`src/rtl/ucp_pkg.sv`:
```
// Package for the URI character parser: phase and boundary-mark codes,
// character constants and the character-class functions.
// Used by ucp_step and uri_char_parser; depends on nothing.
package ucp_pkg;

  localparam int unsigned CharW  = 8;
  localparam int unsigned PosW   = 12;
  localparam int unsigned PhaseW = 4;
  localparam int unsigned MarkW  = 4;
  localparam int unsigned MaxUriLenDefault = 4096;

  localparam logic [CharW-1:0] ChSlash    = 8'h2F;
  localparam logic [CharW-1:0] ChColon    = 8'h3A;
  localparam logic [CharW-1:0] ChQuestion = 8'h3F;
  localparam logic [CharW-1:0] ChDot      = 8'h2E;
  localparam logic [CharW-1:0] ChPercent  = 8'h25;
  localparam logic [CharW-1:0] ChPlus     = 8'h2B;
  localparam logic [CharW-1:0] ChMinus    = 8'h2D;

  typedef enum logic [PhaseW-1:0] {
    PhBegin    = 4'd0,
    PhScheme   = 4'd1,
    PhColon    = 4'd2,
    PhSlash1   = 4'd3,
    PhSlash2   = 4'd4,
    PhHost     = 4'd5,
    PhPort     = 4'd6,
    PhPrePath  = 4'd7,
    PhPath     = 4'd8,
    PhPreExt   = 4'd9,
    PhExt      = 4'd10,
    PhPreQuery = 4'd11,
    PhQuery    = 4'd12
  } phase_e;

  typedef enum logic [MarkW-1:0] {
    MkNone        = 4'd0,
    MkSchemeStart = 4'd1,
    MkSchemeEnd   = 4'd2,
    MkHostStart   = 4'd3,
    MkHostEnd     = 4'd4,
    MkPortEnd     = 4'd5,
    MkPathStart   = 4'd6,
    MkPathEnd     = 4'd7,
    MkExtStart    = 4'd8,
    MkExtEnd      = 4'd9,
    MkQueryStart  = 4'd10
  } mark_e;

  // Result of one character step.
  typedef struct packed {
    logic   bad;
    phase_e phase;
    mark_e  mark;
  } step_t;

  function automatic logic is_alpha(input logic [CharW-1:0] c);
    return (c >= 8'h41 && c <= 8'h5A) || (c >= 8'h61 && c <= 8'h7A);
  endfunction

  function automatic logic is_digit(input logic [CharW-1:0] c);
    return c >= 8'h30 && c <= 8'h39;
  endfunction

  function automatic logic is_path(input logic [CharW-1:0] c);
    logic sym;
    case (c)
      ChMinus, 8'h5F, 8'h21, 8'h7E, 8'h2A, 8'h27, 8'h28, 8'h29, ChPercent,
      ChColon, 8'h40, 8'h26, 8'h3D, ChPlus, 8'h24, 8'h2C, 8'h3B: sym = 1'b1;
      default: sym = 1'b0;
    endcase
    return is_alpha(c) || is_digit(c) || sym;
  endfunction

  function automatic logic is_query(input logic [CharW-1:0] c);
    return c == ChDot || c == ChSlash || c == ChQuestion || is_path(c);
  endfunction

endpackage

```
`src/rtl/ucp_step.sv`:
```
// Combinational phase transition for one URI character.
// Depends on ucp_pkg for phase and mark codes and character classes.
module ucp_step (
  input  logic [ucp_pkg::CharW-1:0] ch_i,
  input  ucp_pkg::phase_e           phase_i,
  input  logic                      err_i,
  output ucp_pkg::step_t            step_o
);

  logic            ok;
  logic            alpha;
  logic            digit;
  ucp_pkg::phase_e ph;
  ucp_pkg::mark_e  mk;

  assign alpha = ucp_pkg::is_alpha(ch_i);
  assign digit = ucp_pkg::is_digit(ch_i);

  always_comb begin
    ok = 1'b1;
    ph = phase_i;
    mk = ucp_pkg::MkNone;
    unique case (phase_i)
      ucp_pkg::PhBegin: begin
        if (ch_i == ucp_pkg::ChSlash) ph = ucp_pkg::PhPrePath;
        else if (alpha) begin
          ph = ucp_pkg::PhScheme;
          mk = ucp_pkg::MkSchemeStart;
        end else ok = 1'b0;
      end
      ucp_pkg::PhScheme: begin
        if (alpha || digit || ch_i == ucp_pkg::ChPlus || ch_i == ucp_pkg::ChMinus ||
            ch_i == ucp_pkg::ChDot) ph = phase_i;
        else if (ch_i == ucp_pkg::ChColon) begin
          ph = ucp_pkg::PhColon;
          mk = ucp_pkg::MkSchemeEnd;
        end else ok = 1'b0;
      end
      ucp_pkg::PhColon: begin
        if (ch_i == ucp_pkg::ChSlash) ph = ucp_pkg::PhSlash1;
        else ok = 1'b0;
      end
      ucp_pkg::PhSlash1: begin
        if (ch_i == ucp_pkg::ChSlash) ph = ucp_pkg::PhSlash2;
        else ok = 1'b0;
      end
      ucp_pkg::PhSlash2: begin
        if (alpha || digit) begin
          ph = ucp_pkg::PhHost;
          mk = ucp_pkg::MkHostStart;
        end else ok = 1'b0;
      end
      ucp_pkg::PhHost: begin
        if (alpha || digit || ch_i == ucp_pkg::ChDot || ch_i == ucp_pkg::ChMinus) ph = phase_i;
        else if (ch_i == ucp_pkg::ChColon) begin
          ph = ucp_pkg::PhPort;
          mk = ucp_pkg::MkHostEnd;
        end else if (ch_i == ucp_pkg::ChSlash) begin
          ph = ucp_pkg::PhPrePath;
          mk = ucp_pkg::MkHostEnd;
        end else ok = 1'b0;
      end
      ucp_pkg::PhPort: begin
        if (digit) ph = phase_i;
        else if (ch_i == ucp_pkg::ChSlash) begin
          ph = ucp_pkg::PhPrePath;
          mk = ucp_pkg::MkPortEnd;
        end else ok = 1'b0;
      end
      ucp_pkg::PhPrePath: begin
        if (ucp_pkg::is_path(ch_i)) begin
          ph = ucp_pkg::PhPath;
          mk = ucp_pkg::MkPathStart;
        end else ok = 1'b0;
      end
      ucp_pkg::PhPath: begin
        // Characters outside the path set, other than dot and question mark, are dropped without an error.
        if (ucp_pkg::is_path(ch_i)) ph = phase_i;
        else if (ch_i == ucp_pkg::ChDot) begin
          ph = ucp_pkg::PhPreExt;
          mk = ucp_pkg::MkPathEnd;
        end else if (ch_i == ucp_pkg::ChQuestion) begin
          ph = ucp_pkg::PhPreQuery;
          mk = ucp_pkg::MkPathEnd;
        end
      end
      ucp_pkg::PhPreExt: begin
        if (alpha) begin
          ph = ucp_pkg::PhExt;
          mk = ucp_pkg::MkExtStart;
        end else ok = 1'b0;
      end
      ucp_pkg::PhExt: begin
        if (alpha) ph = phase_i;
        else if (ch_i == ucp_pkg::ChQuestion) begin
          ph = ucp_pkg::PhPreQuery;
          mk = ucp_pkg::MkExtEnd;
        end else ok = 1'b0;
      end
      ucp_pkg::PhPreQuery: begin
        if (ucp_pkg::is_query(ch_i)) begin
          ph = ucp_pkg::PhQuery;
          mk = ucp_pkg::MkQueryStart;
        end else ok = 1'b0;
      end
      ucp_pkg::PhQuery: begin
        if (!ucp_pkg::is_query(ch_i)) ok = 1'b0;
      end
      default: ok = 1'b0;
    endcase
  end

  // A rejected character, or any character after one, keeps the phase and gives no mark.
  always_comb begin
    if (err_i || !ok) begin
      step_o.bad   = 1'b1;
      step_o.phase = phase_i;
      step_o.mark  = ucp_pkg::MkNone;
    end else begin
      step_o.bad   = 1'b0;
      step_o.phase = ph;
      step_o.mark  = mk;
    end
  end

endmodule

```
`src/rtl/uri_char_parser.sv`:
```
// Top level of the URI character parser: input register, parse state,
// position counter and result register around ucp_step.
// Depends on ucp_pkg and ucp_step.
//
//   Channel   Dir  Fields (low bit first)
//   s_axis    in   tdata: ch[7:0]; tuser: start_req
//   m_axis    out  tdata: parse_phase[3:0], mark_kind[7:4], mark_pos[19:8], zero[23:20];
//                  tuser: bad
//
// One character per cycle sustained while m_axis is not stalled. A request is captured in the
// input register when accepted, and its result is then loaded into the result register,
// which raises m_axis_tvalid_o. The parse state is written together with the result
// register, and the next character is evaluated against the updated state. Reset returns
// to the begin phase with position and error cleared.
// A stalled output holds the result and, once the input register is also full,
// s_axis_tready_o drops.
module uri_char_parser #(
  parameter int unsigned MAX_URI_LEN = ucp_pkg::MaxUriLenDefault
) (
  input  logic        clk_i,
  input  logic        rst_ni,
  input  logic        s_axis_tvalid_i,
  output logic        s_axis_tready_o,
  input  logic [7:0]  s_axis_tdata_i,   // ch[7:0]
  input  logic        s_axis_tuser_i,   // start_req
  output logic        m_axis_tvalid_o,
  input  logic        m_axis_tready_i,
  output logic [23:0] m_axis_tdata_o,   // parse_phase[3:0], mark_kind[7:4], mark_pos[19:8]
  output logic        m_axis_tuser_o    // bad
);

  localparam int unsigned PosW = ucp_pkg::PosW;
  localparam int unsigned PosMaxInt = (MAX_URI_LEN - 1 < (2 ** PosW) - 1) ?
                                      MAX_URI_LEN - 1 : (2 ** PosW) - 1;
  localparam logic [PosW-1:0] PosMax = PosMaxInt[PosW-1:0];

  // Input register.
  logic                      in_vld_q;
  logic [ucp_pkg::CharW-1:0] ch_q;
  logic                      start_q;

  // Parse state.
  ucp_pkg::phase_e  phase_q, phase_d, phase_eff;
  logic             err_q, err_d, err_eff;
  logic [PosW-1:0]  pos_q, pos_d, pos_eff;

  // Result register.
  logic             out_vld_q;
  ucp_pkg::step_t   res_q;
  logic [PosW-1:0]  mpos_q, mpos_d;

  ucp_pkg::step_t   step;
  logic             out_free;
  logic             proc;

  assign out_free        = !out_vld_q || m_axis_tready_i;
  assign proc            = in_vld_q && out_free;
  assign s_axis_tready_o = !in_vld_q || out_free;

  assign phase_eff = start_q ? ucp_pkg::PhBegin : phase_q;
  assign err_eff   = start_q ? 1'b0 : err_q;
  assign pos_eff   = start_q ? '0 : pos_q;

  ucp_step u_step (
    .ch_i    (ch_q),
    .phase_i (phase_eff),
    .err_i   (err_eff),
    .step_o  (step)
  );

  assign phase_d = step.phase;
  assign err_d   = step.bad;
  assign pos_d   = (pos_eff < PosMax) ? pos_eff + 1'b1 : pos_eff;
  assign mpos_d  = (step.mark != ucp_pkg::MkNone) ? pos_eff : '0;

  always_ff @(posedge clk_i or negedge rst_ni) begin
    if (!rst_ni) begin
      in_vld_q  <= 1'b0;
      out_vld_q <= 1'b0;
      phase_q   <= ucp_pkg::PhBegin;
      err_q     <= 1'b0;
      pos_q     <= '0;
    end else begin
      if (s_axis_tready_o) in_vld_q <= s_axis_tvalid_i;
      if (out_free) out_vld_q <= in_vld_q;
      if (proc) begin
        phase_q <= phase_d;
        err_q   <= err_d;
        pos_q   <= pos_d;
      end
    end
  end

  always_ff @(posedge clk_i) begin
    if (s_axis_tready_o && s_axis_tvalid_i) begin
      ch_q    <= s_axis_tdata_i;
      start_q <= s_axis_tuser_i;
    end
    if (proc) begin
      res_q  <= step;
      mpos_q <= mpos_d;
    end
  end

  assign m_axis_tvalid_o = out_vld_q;
  assign m_axis_tuser_o  = res_q.bad;
  assign m_axis_tdata_o  = {4'b0000, mpos_q, res_q.mark, res_q.phase};

`ifndef ASSERT_OFF
  a_pos_bound: assert property (@(posedge clk_i) disable iff (!rst_ni)
    pos_q <= PosMax)
    else $error("position counter beyond its limit");

  a_mark_ok: assert property (@(posedge clk_i) disable iff (!rst_ni)
    out_vld_q && res_q.mark != ucp_pkg::MkNone |-> !res_q.bad)
    else $error("boundary mark given with error set");

  a_err_freeze: assert property (@(posedge clk_i) disable iff (!rst_ni)
    proc && err_q && !start_q |=> err_q && phase_q == $past(phase_q))
    else $error("phase moved after an error");

  a_no_mark_pos: assert property (@(posedge clk_i) disable iff (!rst_ni)
    out_vld_q && res_q.mark == ucp_pkg::MkNone |-> mpos_q == '0)
    else $error("mark position nonzero without a mark");

  a_state_hold: assert property (@(posedge clk_i) disable iff (!rst_ni)
    !proc |=> pos_q == $past(pos_q))
    else $error("position advanced without a character");
`endif

endmodule
```
`config.mk`:
```
export PLATFORM = sky130hd
export DESIGN_NAME = uri_char_parser
export DESIGN_NICKNAME = d
export VERILOG_FILES = /design/src/rtl/ucp_pkg.sv /design/src/rtl/ucp_step.sv /design/src/rtl/uri_char_parser.sv
export SDC_FILE = /design/constraint.sdc
export NUM_CORES = 1
export LEC_CHECK = 0
export BUFFER_PORTS_ARGS = -buffer_cell sky130_fd_sc_hd__buf_2
export CORE_MARGIN = 1
export CORE_UTILIZATION = 41
export CTS_BUF_LIST = sky130_fd_sc_hd__clkbuf_16
export CTS_CLUSTER_DIAMETER = 30
export DETAILED_ROUTE_END_ITERATION = 8
export PLACE_DENSITY_LB_ADDON = 0.25
export RECOVER_POWER = 50
export SLEW_MARGIN = 0
export SYNTH_ARGS = -nofsm -noshare
export SYNTH_HDL_FRONTEND = slang
export SYNTH_SLANG_ARGS = --single-unit
export TNS_END_PERCENT = 1
```
`constraint.sdc`:
```
create_clock -name clk_i -period 5.93 [get_ports clk_i]
set_input_delay 0.593 -clock clk_i [delete_from_list [all_inputs] [get_ports clk_i]]
set_output_delay 0.593 -clock clk_i [all_outputs]
set_load 0.005 [all_outputs]
```
**Word-level counts from Yosys, hierarchy flattened**

Cells that the tools add are included.

- Register bits after elaboration: 49
- Bits in latches: 0
- Bits in writable memories: 0
- Memory bits (read-only): 0
- Bits of input ports: 13
- Output and inout port bits: 27
- Memories: 0

- Add/subtract/negate cells: 1
- $mul: 0
- Div/mod/pow operators: 0
- $lt $le $gt $ge: 7
- Equality and inequality tests: 32
- Shifts and indexed selects: 0
- Muxes and demuxes: 63
- Bitwise operators: 0
- Reduce and logical (&&, ||, !) cells: 30

Operator list:

| kind | count |
|---|---|
| 8-bit by 6-bit equality test with 1-bit output (second input constant) | 17 |
| 4-bit two-way mux | 30 |
| 4-bit one-hot mux with 12 select lines | 1 |
| 4-bit one-hot mux with 10 select lines | 1 |
| 8-bit by 7-bit equality test with 1-bit output (second input constant) | 3 |
| 12-bit two-way mux | 2 |
| 1-bit two-way mux | 21 |
| 4-bit equality test (second input constant) | 5 |
| 1-bit logical OR | 18 |
| 17-bit OR reduction | 1 |
| 4-bit by 3-bit equality test with 1-bit output (second input constant) | 4 |
| 8-bit by 7-bit greater-or-equal comparator with 1-bit output (second input constant) | 2 |
| 8-bit by 7-bit <= comparator with 1-bit output (second input constant) | 2 |
| 12-bit by 1-bit adder with 12-bit output (second input constant) | 1 |
| 12-bit less-than comparator (second input constant) | 1 |
| 3-bit two-way mux | 4 |
| 1-bit one-hot mux with 12 select lines | 1 |
| 9-bit two-way mux | 1 |
| 4-bit by 2-bit equality test with 1-bit output (second input constant) | 2 |
| 8-bit by 6-bit greater-or-equal comparator with 1-bit output (second input constant) | 1 |
| 8-bit by 6-bit <= comparator with 1-bit output (second input constant) | 1 |
| 1-bit logical AND | 5 |
| 4-bit by 1-bit equality test with 1-bit output (second input constant) | 1 |
| 4-bit logical NOT | 1 |
| other kinds (4) | 7 |

**Depth between registers and ports, before layout**

Gate-level depths: netlist (run 1).

- Depth in word-level cells: 13
- Mapped depth: 10
- Depth with buffers taken out: 8

**Modules after synthesis**

Synthesis (run 1) repeated with hierarchy kept, for this count alone.

- Cells, all modules: 313
- Area, all modules: 3009.1 um^2

Modules (own cells, without submodules):

| module | instances | cells an instance | area an instance (um^2) |
|---|---|---|---|
| uri_char_parser | 1 | 171 | 2113.3 |
| ucp_step | 1 | 142 | 895.9 |

**Worst setup path after synthesis (run 1)**

OpenSTA, ideal clock, no wires.

- Path kind: flip-flop to flip-flop
- From: register ch_q[2] (netlist bit)
- To: register res_q (netlist bit m_axis_tdata_o[0]) (data pin)
- Arrival time: 2.172 ns
- Data required time: 5.668 ns
- Path slack: 3.496 ns
- Cell stages (with the launch flop): 8
- Cells stage by stage: edfxtp_1 -> or3b_1 -> a311o_1 -> o211ai_2 -> nor3_2 -> o2111ai_4 -> and3_2 -> mux2_1

RTL lines:

| element | RTL line | source |
|---|---|---|
| start: declaration | uri_char_parser.sv:39 | `logic [ucp_pkg::CharW-1:0] ch_q;` |
| start signal: assignment | uri_char_parser.sv:96 | `ch_q <= s_axis_tdata_i;` |
| end signal: assignment | uri_char_parser.sv:100 | `res_q <= step;` |
| end: declaration | uri_char_parser.sv:49 | `ucp_pkg::step_t res_q;` |

==> out/metrics.cfg, run 1 <==
[run_status]
status = finished, final reports clean

[detailed_routing]
drcViolationCount = 0
totalWireLength_um = 6620
ant_nets = 0
detail_route.wl_per_cell_um = 14.9
vias_per_cell = 5.59
drt-initial-drc-count = 211
firstDrtPassIters = 4
num_vias = 2484

[pwr]
p_per_area_mw_per_mm2 = 246
irDropWorstVdd_v = 0.000174
p_total_mw = 0.851
leakage_nw = 1.24

[global_routing]
grt_max_degree = 28
grt-ovfl-total = 0
antenna_found_initial = 0
track_usage = 0.169
grt_pass1_vias = 2176
grt_pass1_wl_um = 11200

[layout]
postLayoutCoreUtil = 0.472
syn2layout_area_growth_pct = 9.67
diodes = 0
nFillCells = 701
fin_nets = 358
drive_above_1_share = 0.200

[sta]
min_period_over_period = 0.505
setup_viol = 0
rsz0062_at_grt = no
fmax_mhz = 334
worst_slew_pin_slew_ns = 1.02
drv_slew = 0
hold_viol_final = 0
hold_ws_ns = 0.453
max-slew-margin-rel = 0.319
fin_skew_ns = 0.00712
min_period_ns = 3.00
setup_tns_ns = 0

[clock_tree]
clk_pin_slew_ns = 0.07
cts_buffers = 5
worstSkewPairLatency_ns = 0.29
ctsLongestPathBuffers = 2
htreeDepth = 2
cts_tree = built
numClockSinks = 49
post_cts_buffers = 0
cts_hold_buf = 0
clockRootBuffer = clkbuf_16
cts_resized = 0

[worst_hold_path]
hold_class = input port to async pin

[worst_setup_path]
cpPeakStageDelay_ns = 0.81
worstSetupEndpointType = register
cp-start-kind = register
cpMaxStageDelayCell = nor4b_1
cp_max_fo = 15
path_buf_inv = 0
cp_cell_sequence = nor4b_1, nand3_1, o211ai_2, nor3_2, o2111ai_4, and3_2, mux2_1
path_delay_family = simple AND/OR/NAND/NOR gates
cp_data_arrival_time_ns = 3.03
worstPathRequired_ns = 5.96
crit_type = register to register

[die]
core.rowCount = 31
initial_core_util = 0.430
die_y_um = 89.7
die_area_mm2 = 0.00805
core_area_mm2 = 0.00733
die_w_um = 89.7
io_pins = 40

[yosys]
synth-seq-cells = 49
synth-edff-count = 30
yosysTopAreaCell = edfxtp_1
ys_async_sr_fraction = 0.388
ys_warn_count = 0
synth_area_leaders = edfxtp_1 29%, dfrtp_1 15%, nand2_1 3.8%
synth_cell_types = 70
ys_seq_area_frac = 0.436
netlist_area_mm2 = 0.00316
syn-mean-instance-area_um2 = 9.89
syn_inst = 319
synth_flop_cell = edfxtp_1
synth_most_common_cell = nand2_1
yosys.area.top_type_share = 0.285
synth_common_cells = 32 x nand2_1, 30 x edfxtp_1, 22 x nor2_1

[place]
place.port_buffers = 35
place_hpwl_um = 4860
place.gp.congestion = 0.948

[job]
maxCapViolCount = 0

==> kinds of logic after synthesis <==
| logic type | after synthesis | share of synthesized area |
|---|---|---|
| simple gates | 157 | 0.301 |
| compound gates | 60 | 0.142 |
| flops | 49 | 0.436 |
| buf+inv | 33 | 0.0626 |
| xor+xnor | 12 | 0.0333 |
| mux | 6 | 0.0202 |
| fa+ha+maj | 1 | 0.00396 |
| other cells | 1 | 0.00119 |
==> worst paths after layout <==
path                                            from                     endpoint  slack, ns  depth (start not counted)
worst max-delay path               ch_q[4]$_DFFE_PP_  m_axis_tdata_o[0]$_DFFE_PP_       2.93                          7
worst min-delay path                          rst_ni        pos_q[10]$_DFFE_PN0P_       0.45                          1
worst max register to register     ch_q[4]$_DFFE_PP_  m_axis_tdata_o[0]$_DFFE_PP_       2.93                          7
worst min register to register  pos_q[1]$_DFFE_PN0P_         pos_q[1]$_DFFE_PN0P_       0.47                          2
max in group asynchronous                     rst_ni         pos_q[3]$_DFFE_PN0P_       4.85                          1
min in group clk_i              pos_q[1]$_DFFE_PN0P_         pos_q[1]$_DFFE_PN0P_       0.47                          2
==> per-layer routing <==
layer / GRT usage / share of wire
met5: 0 / 0
met4: 0.0519 / 0.014
met3: 0.0330 / 0.071
met2: 0.237 / 0.42
met1: 0.261 / 0.50
==> cell usage in the layout (no fill, tap or decap), drive strengths merged, types with 4 or more instances in the layout <==
cell,Yosys,final
nand2,33,33
edfxtp,30,30
buf,12,30
nor2,22,22
dfrtp,19,19
nor3,18,18
nand3,14,14
a21oi,14,14
inv,12,14
o21ai,11,11
nand2b,10,10
clkbuf,8,10
nor3b,8,8
nand4,7,7
nor2b,6,6
xor2,6,6
xnor2,6,6
nor4,6,6
and3,6,6
o211ai,5,5
or3,4,4
a211oi,4,4
conb,1,4
o22ai,4,4
o31ai,4,4
==> sequential cells by signal (all words and copies together) (netlist names) <==
register	cells
m_axis_tdata_o	8
err_q	1
in_vld_q	1
ch_q	8
phase_q	4
m_axis_tuser_o	1
mpos_q	12
m_axis_tvalid_o	1
pos_q	12
start_q	1
==> final cells by class <==
type | instances | area [um^2] | area share
clock buffer | 5 | 125 | 0.0362
multi-input combinational | 240 | 1590 | 0.460
sequential | 49 | 1380 | 0.398
tap | 99 | 124 | 0.0358
inverter | 13 | 48.8 | 0.0141
clock inverter | 3 | 25.0 | 0.00723
timing repair buffer | 35 | 169 | 0.0488
==> metrics by stage <==
step,area [um^2],std cells,setup WS (ns)
after floorplan,3170,322,3.50
after global placement,3320,436,2.98
after detailed placement,3320,436,2.99
after CTS,3470,444,3.01
after global routing,3460,444,2.78
final,3460,444,2.93
==> power breakdown <==
| part | switching, mW | internal (mW) | leakage, nW |
|---|---|---|---|
| logic | 0.0806 | 0.0548 | 0.632 |
| registers | 0.0387 | 0.393 | 0.542 |
| clock network | 0.124 | 0.159 | 0.0708 |
| total | 0.243 | 0.607 | 1.24 |
Power figures use the tool's default switching activity.
==> run 2, diff against run 1 <==
- clock period: 5.93 -> 2.91 ns (I/O delays scaled with it)
==> run 2 against run 1 <==
Die area unchanged. Worst setup slack got worse by 2.7 ns. Worst hold slack worse by 0.27 ns. Clock skew is 0.0011 ns higher. Critical endpoint is now mpos_q[0]$_SDFFCE_PN0P_.
==> out/metrics.cfg, run 2 (same netlist as run 1, synthesis figures left out) <==
[worst_hold_path]
hold_class = input port to register

[layout]
drive_above_1_share = 0.249
diodes = 0
syn2layout_area_growth_pct = 14.7
fin_nets = 378
stdcell_count = 464
postLayoutCoreUtil = 0.494
final_cell_mix = 32 x nand2_1, 32 x buf_2, 30 x edfxtp_1, 22 x nor2_1
reg_top3 = mpos_q: 12 flops, pos_q: 12 flops
postLayoutCellArea_mm2 = 0.00362

[run_status]
status = finished, final reports clean

[die]
core_area_mm2 = 0.00733
io_pins = 40
initial_core_util = 0.430
die_w_um = 89.7
die_area_mm2 = 0.00805
core.rowCount = 31
die_y_um = 89.7

[clock_tree]
numClockSinks = 49
clk_pin_slew_ns = 0.07
htreeDepth = 2
clockRootBuffer = clkbuf_16
cts_tree = built
worstSkewPairLatency_ns = 0.29
cts_buffers = 5
ctsLongestPathBuffers = 2

[sta]
min_period_ns = 2.71
setup_tns_ns = 0
fin_skew_ns = 0.00822
max-slew-margin-rel = 0.319
fmax_mhz = 368
rsz0062_at_grt = no
setup_viol = 0
fin_ws_ns = 0.196
hold_viol_final = 0
hold_ws_ns = 0.181
worst_slew_pin_slew_ns = 1.02
min_period_over_period = 0.933
drv_slew = 0

[place]
place.port_buffers = 35
pre_cts_ws_ns = 0.218
place.gp.congestion = 0.889
placed_cells = 452
place_hpwl_um = 5200
postPlaceCellArea_mm2 = 0.00344

[detailed_routing]
drcViolationCount = 0
vias_per_cell = 5.53
firstDrtPassIters = 6
num_vias = 2565
detail_route.wl_per_cell_um = 14.8
totalWireLength_um = 6890
drt-initial-drc-count = 178
ant_nets = 0

[worst_setup_path]
cpPeakStageDelay_ns = 0.54
worstReg2RegStart = ch_q[3]$_DFFE_PP_
cp_cell_sequence = and4_1, o211ai_1, nand3_1, nor3_2, o2111ai_4, o21ai_2, buf_4, nor3b_1
r2r_end = mpos_q[0]$_SDFFCE_PN0P_
cp_max_fo = 12
worstPathRequired_ns = 2.94
cp.depth = 8
cp_data_arrival_time_ns = 2.74
cpMaxStageDelayCell = edfxtp_1
worstSetupEndpointType = register
cp-start-kind = register
ff2ff_path_depth = 8
path_buf_inv = 1
r2r_setup_slack_ns = 0.20
critPathCapture = mpos_q[0]$_SDFFCE_PN0P_
path_delay_family = simple AND/OR/NAND/NOR gates
crit_type = register to register
critPathLaunch = ch_q[3]$_DFFE_PP_

[pwr]
irDropWorstVdd_v = 0.000299
clkPwrFrac = 0.319
switchingPower_mw = 0.492
p_per_area_mw_per_mm2 = 484
intPower_mw = 1.26
pwr-share-seq = 0.495
leakage_nw = 1.35
comb_power_share = 0.185
switching_share = 0.281
p_total_mw = 1.75

[global_routing]
grt_max_degree = 27
antenna_found_initial = 0
grt-ovfl-total = 0
grt_pass1_vias = 2256
track_usage = 0.172
grt_pass1_wl_um = 11300

[job]
maxCapViolCount = 0

-- run 2: worst min path at each step --
stage	from	endpoint	slack (ns)	cells after the start
after global routing	s_axis_tuser_i	start_q$_DFFE_PP_	0.17	1
after CTS	s_axis_tdata_i[2]	ch_q[2]$_DFFE_PP_	0.18	1
after detailed placement	rst_ni	pos_q[5]$_DFFE_PN0P_	0.26	1
after global placement	rst_ni	pos_q[5]$_DFFE_PN0P_	0.26	1
final	s_axis_tdata_i[2]	ch_q[2]$_DFFE_PP_	0.18	1
after floorplan	rst_ni	err_q$_DFFE_PN0P_	-0.005	0
-- run 2: power by group through the flow --
stage               clock network (mW)  logic, mW  registers [mW]
finish                           0.559      0.325           0.868
global route                     0.601      0.359           0.877
CTS                              0.576      0.318           0.866
detailed placement                   0      0.315           0.881
global placement                     0      0.315           0.880
floorplan                            0      0.248           0.848
-- run 2: final cells by class --
| type | count | area (um^2) |
|---|---|---|
| clock buffers | 5 | 125 |
| multi-input cells | 240 | 1600 |
| flip-flops and latches | 49 | 1380 |
| repair buffers | 55 | 324 |
| inverters | 13 | 48.8 |
| fillers | 670 | 3710 |
| well taps | 99 | 124 |
| clock inverters | 3 | 22.5 |
-- run 2: worst register-to-register path: cells and delay by family (launching register included) --
| kind | cells | cell delay (ns) |
|---|---|---|
| simple gates | 4 | 0.93 |
| compound gates | 3 | 0.72 |
| buf+inv | 1 | 0.27 |
| flops | 1 | 0.54 |
-- run 2: routing by layer --
layer | wire length (um) | vias up | track usage | part of all wire
met5 | 0 | - | 0 | 0
met4 | 119 | 0 | 0.0287 | 0.017
met3 | 433 | 15 | 0.0296 | 0.063
met2 | 2980 | 127 | 0.253 | 0.43
met1 | 3350 | 1161 | 0.265 | 0.49
li1 | - | 1262 | - | -
-- run 2: repair_timing --
action / CTS / global route
setup buffers: 0 / 3
endpoints found under the setup margin: 0 / 12
hold buffers: 1 / 0
resized for setup: 0 / 1
hold endpoints to repair: 19 / 0
